File: src/rtl/fta_pkg.sv
// Shared constants and types for the face track associator.
package fta_pkg;

    localparam int CFG_W     = 12;
    localparam int CFG_IDX_W = 2;
    localparam int LIMIT_W   = 8;
    localparam int OFF_W     = 15;

    localparam logic [CFG_IDX_W-1:0] REG_LOST_LIMIT = 2'd0;
    localparam logic [CFG_IDX_W-1:0] REG_JUMP_THR   = 2'd1;
    localparam logic [CFG_IDX_W-1:0] REG_FRAME_W    = 2'd2;
    localparam logic [CFG_IDX_W-1:0] REG_FRAME_H    = 2'd3;

    localparam logic [LIMIT_W-1:0] RST_LOST_LIMIT = 8'd10;
    localparam logic [CFG_W-1:0]   RST_JUMP_THR   = 12'd50;
    localparam logic [CFG_W-1:0]   RST_FRAME_W    = 12'd640;
    localparam logic [CFG_W-1:0]   RST_FRAME_H    = 12'd480;

    // floor(n/7) = (n * DIV7_MUL) >> DIV7_SHIFT, exact for n below 2**16
    localparam int               DIV7_SHIFT = 19;
    localparam int               DIV7_MUL_W = 17;
    localparam logic [DIV7_MUL_W-1:0] DIV7_MUL = 17'd74899;

    localparam int OFF_MAX = 16383;
    localparam int OFF_MIN = -16384;

    typedef logic signed [OFF_W-1:0] t_offset;

endpackage

File: src/rtl/face_track_associator.sv
// Face track associator: per frame, widest box if acquiring, else nearest gated.
//
// Input channel: one face box per transaction (i_valid / o_stall), or a box-less
// marker with i_has_face low. i_frame_end marks the last transaction of a frame.
// Output channel: one result per frame, on the frame-end transaction only
// (o_valid / i_stall): detect flag, held eye offset from frame centre in half
// pixels, held face width and the acquire flag after the frame.
// Configuration: plain write port (i_cfg_we, i_cfg_index, i_cfg_data); the user
// must write it only while the block is idle; the block does not enforce this.
// Flow: a transaction is registered on entry and its selection step is done
// from the input register; a frame result is registered in the result register
// when the frame-end transaction leaves the input register.
// Throughput: one transaction per cycle while o_stall is low, set by the compare
// and keep update of the best-candidate registers.
// Reset: acquire mode set, miss counter and held outputs cleared, registers take
// their default values (limit 10, threshold 50, frame 640 x 480).
// Stall: while a result waits, non-frame-end transactions still advance; a
// frame-end transaction waits in the input register, and o_stall rises only
// when that register cannot move.
module face_track_associator #(
    parameter int COORD_WIDTH = 12,
    parameter int MISS_WIDTH  = 8
) (
    input  logic                             i_clk,
    input  logic                             i_rst_n,
    input  logic                             i_cfg_we,
    input  logic [fta_pkg::CFG_IDX_W-1:0]    i_cfg_index,
    input  logic [fta_pkg::CFG_W-1:0]        i_cfg_data,
    input  logic                             i_valid,
    output logic                             o_stall,
    input  logic                             i_has_face,
    input  logic [COORD_WIDTH-1:0]           i_box_x,
    input  logic [COORD_WIDTH-1:0]           i_box_y,
    input  logic [COORD_WIDTH-1:0]           i_box_w,
    input  logic [COORD_WIDTH-1:0]           i_box_h,
    input  logic                             i_frame_end,
    output logic                             o_valid,
    input  logic                             i_stall,
    output logic                             o_detected,
    output fta_pkg::t_offset                 o_offset_x_half,
    output fta_pkg::t_offset                 o_offset_y_half,
    output logic [COORD_WIDTH-1:0]           o_held_width,
    output logic                             o_acquiring
);

    localparam int C   = COORD_WIDTH;
    localparam int CW  = fta_pkg::CFG_W;
    localparam int MW  = (2*C+1 > 2*CW) ? 2*C+1 : 2*CW;
    localparam int NW  = (MISS_WIDTH+1 > fta_pkg::LIMIT_W) ? MISS_WIDTH+1 : fta_pkg::LIMIT_W;
    localparam int OW  = ((C > CW) ? C : CW) + 3;
    localparam int PW  = C + fta_pkg::DIV7_MUL_W;
    localparam int QW  = PW - fta_pkg::DIV7_SHIFT;
    localparam logic signed [OW-1:0] SAT_HI = OW'(fta_pkg::OFF_MAX);
    localparam logic signed [OW-1:0] SAT_LO = OW'(fta_pkg::OFF_MIN);
    localparam logic [MISS_WIDTH-1:0] MISS_TOP = '1;

    // configuration
    logic [fta_pkg::LIMIT_W-1:0] r_lost_limit;
    logic [CW-1:0]               r_frame_w;
    logic [CW-1:0]               r_frame_h;
    logic [2*CW-1:0]             r_thr_sq;
    logic [2*CW-1:0]             r_fw_sq;

    // input register
    logic          r_in_valid;
    logic          r_in_has;
    logic          r_in_fend;
    logic [C-1:0]  r_in_x;
    logic [C-1:0]  r_in_y;
    logic [C-1:0]  r_in_w;
    logic [C:0]    r_in_ex;
    logic [C:0]    r_in_ey;

    // tracking state
    logic                  r_acquire;
    logic [MISS_WIDTH-1:0] r_miss;
    logic [C-1:0]          r_last_x;
    logic [C-1:0]          r_last_y;
    logic                  r_saw;
    logic [MW-1:0]         r_metric;
    logic [C-1:0]          r_best_x;
    logic [C-1:0]          r_best_y;
    logic [C-1:0]          r_best_w;
    logic [C:0]            r_best_ex;
    logic [C:0]            r_best_ey;
    fta_pkg::t_offset      r_held_x;
    fta_pkg::t_offset      r_held_y;
    logic [C-1:0]          r_held_w;
    logic                  r_out_valid;
    logic                  r_out_detected;

    logic out_free;
    logic proc;
    logic in_free;
    logic in_take;

    assign out_free = !r_out_valid || !i_stall;
    assign proc     = r_in_valid && (!r_in_fend || out_free);
    assign in_free  = !r_in_valid || proc;
    assign in_take  = i_valid && in_free;
    assign o_stall  = !in_free;

    // eye point precompute on entry
    logic [PW-1:0] div7_prod;
    logic [QW-1:0] h_div7;
    logic [C:0]    in_ex;
    logic [C:0]    in_ey;

    always_comb begin
        div7_prod = PW'(i_box_h) * PW'(fta_pkg::DIV7_MUL);
        h_div7    = div7_prod[PW-1:fta_pkg::DIV7_SHIFT];
        in_ex     = (C+1)'(i_box_x) + (C+1)'(i_box_w[C-1:1]);
        in_ey     = (C+1)'(i_box_y) + (C+1)'(i_box_h[C-1:1]) - (C+1)'(h_div7);
    end

    // candidate selection
    logic [C-1:0]   dx;
    logic [C-1:0]   dy;
    logic [2*C-1:0] dx_sq;
    logic [2*C-1:0] dy_sq;
    logic [MW-1:0]  d_sq;
    logic [MW-1:0]  base_m;
    logic           n_saw;
    logic [MW-1:0]  n_metric;
    logic           load;

    always_comb begin
        dx     = (r_in_x >= r_last_x) ? r_in_x - r_last_x : r_last_x - r_in_x;
        dy     = (r_in_y >= r_last_y) ? r_in_y - r_last_y : r_last_y - r_in_y;
        dx_sq  = (2*C)'(dx) * (2*C)'(dx);
        dy_sq  = (2*C)'(dy) * (2*C)'(dy);
        d_sq   = MW'(dx_sq) + MW'(dy_sq);
        base_m = r_saw ? r_metric : MW'(r_fw_sq);
        n_saw    = r_saw;
        n_metric = r_metric;
        load     = 1'b0;
        if (r_in_has) begin
            n_saw = 1'b1;
            if (r_acquire) begin
                if (!r_saw || MW'(r_in_w) > r_metric) begin
                    load     = 1'b1;
                    n_metric = MW'(r_in_w);
                end
            end else begin
                n_metric = (d_sq < base_m) ? d_sq : base_m;
                load     = !r_saw || (d_sq < base_m);
            end
        end
    end

    logic [C-1:0] n_best_x;
    logic [C-1:0] n_best_y;
    logic [C-1:0] n_best_w;
    logic [C:0]   n_best_ex;
    logic [C:0]   n_best_ey;

    always_comb begin
        n_best_x  = load ? r_in_x  : r_best_x;
        n_best_y  = load ? r_in_y  : r_best_y;
        n_best_w  = load ? r_in_w  : r_best_w;
        n_best_ex = load ? r_in_ex : r_best_ex;
        n_best_ey = load ? r_in_ey : r_best_ey;
    end

    // frame close
    logic                  accept;
    logic [NW-1:0]         miss_next;
    logic                  n_acquire;
    logic [MISS_WIDTH-1:0] n_miss;
    logic signed [OW-1:0]  off_x;
    logic signed [OW-1:0]  off_y;
    fta_pkg::t_offset      sat_x;
    fta_pkg::t_offset      sat_y;

    always_comb begin
        if (r_acquire) begin
            accept = n_saw;
        end else begin
            accept = n_saw && (n_metric <= MW'(r_thr_sq));
        end
        miss_next = NW'(r_miss) + NW'(1);
        n_acquire = r_acquire;
        n_miss    = r_miss;
        if (accept) begin
            n_acquire = 1'b0;
        end else if (miss_next > NW'(r_lost_limit)) begin
            n_acquire = 1'b1;
            n_miss    = '0;
        end else if (miss_next > NW'(MISS_TOP)) begin
            n_miss = MISS_TOP;
        end else begin
            n_miss = miss_next[MISS_WIDTH-1:0];
        end
        off_x = $signed(OW'(r_frame_w)) - $signed(OW'({n_best_ex, 1'b0}));
        off_y = $signed(OW'(r_frame_h)) - $signed(OW'({n_best_ey, 1'b0}));
        priority if (off_x > SAT_HI) begin
            sat_x = fta_pkg::t_offset'(SAT_HI);
        end else if (off_x < SAT_LO) begin
            sat_x = fta_pkg::t_offset'(SAT_LO);
        end else begin
            sat_x = fta_pkg::t_offset'(off_x);
        end
        priority if (off_y > SAT_HI) begin
            sat_y = fta_pkg::t_offset'(SAT_HI);
        end else if (off_y < SAT_LO) begin
            sat_y = fta_pkg::t_offset'(SAT_LO);
        end else begin
            sat_y = fta_pkg::t_offset'(off_y);
        end
    end

    // configuration registers
    always_ff @(posedge i_clk) begin
        if (!i_rst_n) begin
            r_lost_limit <= fta_pkg::RST_LOST_LIMIT;
            r_frame_w    <= fta_pkg::RST_FRAME_W;
            r_frame_h    <= fta_pkg::RST_FRAME_H;
            r_thr_sq     <= (2*CW)'(fta_pkg::RST_JUMP_THR) * (2*CW)'(fta_pkg::RST_JUMP_THR);
            r_fw_sq      <= (2*CW)'(fta_pkg::RST_FRAME_W) * (2*CW)'(fta_pkg::RST_FRAME_W);
        end else if (i_cfg_we) begin
            unique case (i_cfg_index)
                fta_pkg::REG_LOST_LIMIT: begin
                    r_lost_limit <= i_cfg_data[fta_pkg::LIMIT_W-1:0];
                end
                fta_pkg::REG_JUMP_THR: begin
                    r_thr_sq <= (2*CW)'(i_cfg_data) * (2*CW)'(i_cfg_data);
                end
                fta_pkg::REG_FRAME_W: begin
                    r_frame_w <= i_cfg_data;
                    r_fw_sq   <= (2*CW)'(i_cfg_data) * (2*CW)'(i_cfg_data);
                end
                fta_pkg::REG_FRAME_H: begin
                    r_frame_h <= i_cfg_data;
                end
            endcase
        end
    end

    // input register
    always_ff @(posedge i_clk) begin
        if (!i_rst_n) begin
            r_in_valid <= 1'b0;
        end else if (in_free) begin
            r_in_valid <= i_valid;
        end
    end

    always_ff @(posedge i_clk) begin
        if (in_take) begin
            r_in_has  <= i_has_face;
            r_in_fend <= i_frame_end;
            r_in_x    <= i_box_x;
            r_in_y    <= i_box_y;
            r_in_w    <= i_box_w;
            r_in_ex   <= in_ex;
            r_in_ey   <= in_ey;
        end
    end

    // tracking state
    always_ff @(posedge i_clk) begin
        if (!i_rst_n) begin
            r_acquire <= 1'b1;
            r_miss    <= '0;
            r_last_x  <= '0;
            r_last_y  <= '0;
            r_saw     <= 1'b0;
            r_held_x  <= '0;
            r_held_y  <= '0;
            r_held_w  <= '0;
        end else if (proc) begin
            if (r_in_fend) begin
                r_saw     <= 1'b0;
                r_acquire <= n_acquire;
                r_miss    <= n_miss;
                if (accept) begin
                    r_last_x <= n_best_x;
                    r_last_y <= n_best_y;
                    r_held_x <= sat_x;
                    r_held_y <= sat_y;
                    r_held_w <= n_best_w;
                end
            end else begin
                r_saw <= n_saw;
            end
        end
    end

    always_ff @(posedge i_clk) begin
        if (proc) begin
            r_metric  <= n_metric;
            r_best_x  <= n_best_x;
            r_best_y  <= n_best_y;
            r_best_w  <= n_best_w;
            r_best_ex <= n_best_ex;
            r_best_ey <= n_best_ey;
        end
    end

    // result register
    always_ff @(posedge i_clk) begin
        if (!i_rst_n) begin
            r_out_valid <= 1'b0;
        end else if (out_free) begin
            r_out_valid <= proc && r_in_fend;
        end
    end

    always_ff @(posedge i_clk) begin
        if (proc && r_in_fend) begin
            r_out_detected <= accept;
        end
    end

    assign o_valid         = r_out_valid;
    assign o_detected      = r_out_detected;
    assign o_offset_x_half = r_held_x;
    assign o_offset_y_half = r_held_y;
    assign o_held_width    = r_held_w;
    assign o_acquiring     = r_acquire;

    a_detect_locks: assert property (@(posedge i_clk) disable iff (!i_rst_n)
        (r_out_valid && r_out_detected) |-> !r_acquire)
        else $error("detected result reported while still acquiring");

    a_frame_close: assert property (@(posedge i_clk) disable iff (!i_rst_n)
        (proc && r_in_fend) |=> (!r_saw && r_out_valid))
        else $error("frame close did not clear candidate or raise result");

    a_result_source: assert property (@(posedge i_clk) disable iff (!i_rst_n)
        (r_out_valid && !$past(r_out_valid)) |-> $past(proc && r_in_fend))
        else $error("result appeared without a frame-end transaction");

    a_fend_waits: assert property (@(posedge i_clk) disable iff (!i_rst_n)
        (r_in_valid && r_in_fend && r_out_valid && i_stall) |=> r_in_valid)
        else $error("frame-end transaction dropped while result stalled");

endmodule

File: config.mk
export PLATFORM = sky130hd
export DESIGN_NAME = face_track_associator
export DESIGN_NICKNAME = d
export VERILOG_FILES = /design/src/rtl/fta_pkg.sv /design/src/rtl/face_track_associator.sv
export SDC_FILE = /design/constraint.sdc
export NUM_CORES = 2
export LEC_CHECK = 0
export BUFFER_PORTS_ARGS = -buffer_cell sky130_fd_sc_hd__buf_2
export CAP_MARGIN = 40
export CORE_MARGIN = 5
export CORE_UTILIZATION = 35
export DETAILED_ROUTE_END_ITERATION = 8
export SLEW_MARGIN = 20
export SYNTH_ARGS = -nofsm -noshare
export SYNTH_HDL_FRONTEND = slang
export SYNTH_SLANG_ARGS = --single-unit
File: constraint.sdc
create_clock -name i_clk -period 26.6 [get_ports i_clk]
set_input_delay 2.66 -clock i_clk [delete_from_list [all_inputs] [get_ports i_clk]]
set_output_delay 2.66 -clock i_clk [all_outputs]
set_load 0.01 [all_outputs]
# After elaboration in Yosys (flattened, before gate mapping)
# Cells that the tools add are included.
[word_totals]
register_bits = 310
word_cells = 109
output_inout_bits = 46
in_bits = 69
[classes]
addsub = 11
n_mul = 4
eq_ne = 3
n_mux = 26
bitwise = 1
order_cmp = 11
reduce_logical = 24
[ops]
columns = ["operator", "n"]
rows = [
  ["$mux W25", 5],
  ["$mul A12 B12 Y24", 3],
  ["$mux W12", 5],
  ["$mux W15", 4],
  ["$sub A12 B12 Y12", 4],
  ["$gt A15 B15 Y1 const B", 2],
  ["$lt A15 B15 Y1 const B", 2],
  ["$sub A12 B14 Y15", 2],
  ["$mul A12 B17 Y29 const B", 1],
  ["$add A12 B11 Y13", 2],
  ["$mux W13", 2],
  ["$add A24 B24 Y25", 1],
  ["$gt A12 B25 Y1", 1],
  ["$le A25 B24 Y1", 1],
  ["$lt A25 B25 Y1", 1],
  ["$ge A12 B12 Y1", 2],
  ["$mux W8", 2],
  ["$sub A13 B10 Y13", 1],
  ["$add A8 B1 Y9 const B", 1],
  ["$gt A9 B8 Y1", 1],
  ["$gt A9 B8 Y1 const B", 1],
  ["$reduce_and A3 Y1", 3],
  ["$mux W1", 8],
  ["$reduce_and A2 Y1", 4],
  ["8 further kinds", 21],
]

# Logic depth before layout (Yosys ltp)
[logic_depth]
depth_word = 13
depth_mapped = 69

# Worst setup path before layout
# Ideal clock, no wire load.
[synth_timing]
kind = "register -> register"
from = "register r_in_y[0]"
to = "register r_held_x[10], in the netlist o_offset_x_half[10]"
setup_time_ps = 127
period_less_slack_ps = 14122
slack_ps = 12478
path_stages_with_launch = 59
arrival_time_ps = 13995
path_cell_list = "edfxtp_1 > inv_1 > ha_1 > inv_1 > fa_1 > a21o_1 > a21o_1 > a21o_1 > a21o_1 > a21o_1 > a21oi_1 > a21oi_1 > a31o_2 > buf_2 > mux2_2 > a221oi_1 > xor2_1 > buf_2 > (+23 left out) > nor4_4 > o211ai_2 > o211ai_2 > o21ai_4 > nand2_2 > buf_2 > buf_1 > buf_1 > mux2i_1 > ha_1 > a21o_1 > maj3_2 > a211o_1 > and4bb_1 > o31ai_2 > a21oi_1 > o2111ai_1 > or3b_1"
[synth_between]
elab_chain_len = 13
[synth_lines]
columns = ["element", "line", "text"]
rows = [
  ["from (decl)", "face_track_associator.sv:69", "logic [C-1:0] r_in_y;"],
  ["from (signal assigned)", "face_track_associator.sv:253", "r_in_y <= i_box_y;"],
  ["$sub A12 B12 Y12 or $ge A12 B12 Y1 (tied branches)", "face_track_associator.sv:129", "dy = (r_in_y >= r_last_y) ? r_in_y - r_last_y : r_last_y - r_in_y;"],
  ["$mux W12 *", "face_track_associator.sv:129", ""],
  ["$mul A12 B12 Y24 *", "face_track_associator.sv:131", "dy_sq = (2*C)'(dy) * (2*C)'(dy);"],
  ["$add A24 B24 Y25 *", "face_track_associator.sv:132", "d_sq = MW'(dx_sq) + MW'(dy_sq);"],
  ["$lt A25 B25 Y1", "face_track_associator.sv:145, face_track_associator.sv:146", ""],
  ["$logic_or A1 B1 Y1", "face_track_associator.sv:146", "load = !r_saw || (d_sq < base_m);"],
  ["$mux W1", "face_track_associator.sv:139", "if (r_acquire) begin"],
  ["$mux W1", "face_track_associator.sv:137", "if (r_in_has) begin"],
  ["$mux W13", "face_track_associator.sv:161", "n_best_ex = load ? r_in_ex : r_best_ex;"],
  ["$sub A12 B14 Y15", "face_track_associator.sv:194", "off_x = $signed(OW'(r_frame_w)) - $signed(OW'({n_best_ex, 1'b0}));"],
  ["$lt A15 B15 Y1", "face_track_associator.sv:198", "end else if (off_x < SAT_LO) begin"],
  ["$mux W15", "face_track_associator.sv:198", ""],
  ["$mux W15", "face_track_associator.sv:196", "priority if (off_x > SAT_HI) begin"],
  ["to (signal assigned)", "face_track_associator.sv:279", "r_held_x <= sat_x;"],
  ["to (decl)", "face_track_associator.sv:86", "fta_pkg::t_offset r_held_x;"],
]
# Every way passes the cells marked *; elsewhere a longest branch is shown, timed or not.
# A chain may end at the register's enable or synchronous reset.

# Worst setup path after layout
[layout_timing]
from = "register r_in_y[0]"
to = "register r_held_x[13], in the netlist o_offset_x_half[13]"
[layout_lines]
columns = ["element", "line", "text"]
rows = [
  ["$sub A12 B12 Y12 or $ge A12 B12 Y1 (tied branches)", "face_track_associator.sv:129", ""],
  ["$mux W12 *", "face_track_associator.sv:129", ""],
  ["$mul A12 B12 Y24 *", "face_track_associator.sv:131", ""],
  ["$add A24 B24 Y25 *", "face_track_associator.sv:132", ""],
  ["$lt A25 B25 Y1", "face_track_associator.sv:145", "n_metric = (d_sq < base_m) ? d_sq : base_m;"],
  ["$mux W25 *", "face_track_associator.sv:145", ""],
  ["$mux W25 *", "face_track_associator.sv:139", ""],
  ["$mux W25 *", "face_track_associator.sv:137", ""],
  ["net n_metric[16]", "face_track_associator.sv:124", "logic [MW-1:0] n_metric;"],
  ["$le A25 B24 Y1 *", "face_track_associator.sv:179", "accept = n_saw && (n_metric <= MW'(r_thr_sq));"],
  ["$logic_and A1 B1 Y1 *", "face_track_associator.sv:179", ""],
  ["$mux W1 *", "face_track_associator.sv:176", "if (r_acquire) begin"],
  ["$reduce_and A3 Y1 (no source line) *", "--", ""],
]
# Mark *: on every way through the listed nets, which the timed path passes. The rest lies on a longest branch.

==> flow_summary.yaml <==
run_status:
  outcome: "completed"
drt:
  vias: 23400
  firstDrtPassIters: 5
  drtIter0Drc: 1662
  drc_errors: 0
  post_drt_wl_per_cell_um: 17.1
  wl_mm: 80.3
  final_antenna_net_count: 0
  vias_per_cell: 4.97
floorplanning:
  die_w_um: 311
  core_sq_um: 89900
  die_height_um: 311
  die_area_sq_um: 96600
  num_rows: 110
  initial_core_util: 0.353
  io_pins: 115
synth:
  ys.flop_type: "dfxtp_1"
  syn_area_sq_um: 31700
  avgSynthCellArea_sq_um: 9.27
  yosys.area.top_type_share: 0.203
  synth_cell_types: 81
  synth_largest_area_cell: "fa_1"
  synth_edf_count: 152
  ys_warn_count: 0
  synth_cells: 3417
  ys_seq_area_frac: 0.242
  synth_nets: 4203
  synth-seq-cells: 307
  synthArstFlopShare: 0
  synth_area_leaders: "fa_1 20%, ha_1 16%, edfxtp_1 14%"
layout:
  area_growth_pct: 10.6
  layout_commonest_cell: "inv_1"
  drive_above_1_share: 0.0868
  finalNetCount: 4282
  layout_common_cells: "620 x inv_1, 396 x ha_1, 321 x fa_1"
  fin_area_sq_um: 35000
clock_tree:
  ctsResizeCount: 0
  cts.clk_slew.worst_paths_ns: 0.07
  insertion_delay_ns: 0.55
  cts-root-buf: "clkbuf_16"
  cts_hold_buf: 0
  clock-sinks: 307
  cts_buffers: 37
  ctsLongestPathBuffers: 3
  post_cts_buffers: 0
  cts_tree: "yes"
  htree_levels: 2
placement:
  placed_area_sq_um: 33600
  hpwl_mm: 65.4
  portBuffers: 114
  gp_congestion: 0.847
critical_path:
  cp_slowest_stage_delay_ns: 0.59
  cp_max_fo: 67
  startpoint_type: "register"
  crit_type: "register to register"
  cp_slowest_cell: "buf_4"
  crit_top_cell: "a21oi_1"
  crit_path_end_kind: "register"
  critical_path_arrival_ns: 16.49
  crit_required_ns: 27.05
flow_run:
  max-cap-violations: 0
global_route:
  antenna_found_initial: 7
  grt_util_all_layers: 0.167
  grt.overflow.total: 0
  grtUsageMet1: 0.236
  use_met2: 0.268
  busiest_layer: "met2"
  grt_max_degree: 68
  grt_pass1_vias: 24200
  grt_pass1_wl_mm: 132
  met3_usage: 0.0272
timing:
  min_period_ns: 16.04
  final_hold_viol_count: 0
  slew_violations: 0
  slew_headroom: 0.403
  grt_setup_unrepaired: "false"
  fin_crit_sh: 0.603
  timing.fmax_mhz: 62.3
  skew_ns: 0.0236
  setup_viol: 0
  tightest_slew_ns: 0.890
  fin_setup_tns_ns: 0
hold_path:
  hp-class: "register to register"
## cell usage after synthesis (5+ instances only)
cell type	instances
nand2b_1	26
inv_1	621
o221ai_1	7
ha_1	396
or3_1	9
a21boi_0	7
and3_1	15
maj3_1	8
o2111ai_1	5
clkbuf_1	96
nand3b_1	9
nor2_1	253
a31o_2	8
nor2b_1	19
o211ai_1	25
and2_1	60
nand4_1	22
a31oi_1	7
nor3_1	24
mux2i_1	51
buf_1	7
or2_2	23
a221oi_1	6
o21a_1	14
o21ai_1	7
o21ai_0	108
dfxtp_1	155
nand3_1	52
xor2_1	43
a21oi_1	204
a21o_1	80
mux2_2	29
fa_1	321
o21bai_1	21
a211o_1	7
xnor2_1	78
o211a_1	5
buf_2	12
edfxtp_1	152
nand2_1	271
a211oi_1	45
o22ai_1	24
nor4_1	9
## area by class of cell
class | instances | area (sq um)
fill | 8923 | 54800
multi-input combinational | 2372 | 21200
sequential | 307 | 7670
inverter | 623 | 2340
tap | 1176 | 1470
clock buffer | 53 | 1160
timing repair buffer | 155 | 960
clock inverter | 15 | 185
antenna | 3 | 7.51
## cells by family after synthesis
family / Yosys count / synth area share
AO/OA/AOI/OAI: 626 / 0.127
XOR/XNOR: 121 / 0.0334
adder cells (fa/ha/maj): 729 / 0.363
buffers and inverters: 738 / 0.0879
flip-flops: 307 / 0.242
multiplexers: 81 / 0.0268
AND/OR/NAND/NOR: 815 / 0.120
## through the flow
stage / cells / utilization / hold slack, ns / setup WS (ns)
after floorplan: 3417 / - / 0.432 / 12.48
after global placement: 4624 / 0.373 / 0.443 / 10.92
after detailed placement: 4631 / 0.374 / 0.447 / 10.62
after CTS: 4699 / 0.389 / 0.454 / 10.59
after global routing: 4702 / 0.390 / 0.477 / 9.33
final: 4704 / 0.390 / 0.455 / 10.56
## final timing paths
check	from	to	slack [ns]	depth (start not counted)
setup / recovery	r_in_y[0]$_DFFE_PP_	o_offset_x_half[13]$_SDFFE_PN0P_	10.56	66
hold / removal	r_thr_sq[12]$_SDFFE_PN0P_	r_thr_sq[12]$_SDFFE_PN0P_	0.45	2
setup reg to reg	r_in_y[0]$_DFFE_PP_	o_offset_x_half[13]$_SDFFE_PN0P_	10.56	66
hold reg to reg	r_thr_sq[12]$_SDFFE_PN0P_	r_thr_sq[12]$_SDFFE_PN0P_	0.45	2
## critical path: cells and delay by family (launching register included)
| family | cells | cell delay, ns |
|---|---|---|
| and+or+nand+nor | 8 | 2.10 |
| buffers and inverters | 11 | 1.86 |
| AOI/OAI and AO/OA | 32 | 5.77 |
| DFF | 1 | 0.39 |
| xor gates and xnor gates | 2 | 0.77 |
| adders and majority gates | 12 | 4.82 |
| muxes | 1 | 0.19 |
## flip-flops by register name, summed over array words and instances (netlist names), 13 cells and up
register	count
r_in_ex	13
r_thr_sq	23
r_best_ey	13
r_in_ey	13
o_offset_x_half	15
r_best_ex	13
r_metric	25
r_fw_sq	22
o_offset_y_half	15
## layer usage
metal,vias to the layer above,part of all wire
li1,11500,-
met1,11300,0.47
met2,479,0.45
met3,87,0.057
met4,0,0.027
met5,-,0
Power is not shown: default switching activity piles up to over one toggle a cycle in this logic, so the estimate is an artifact.
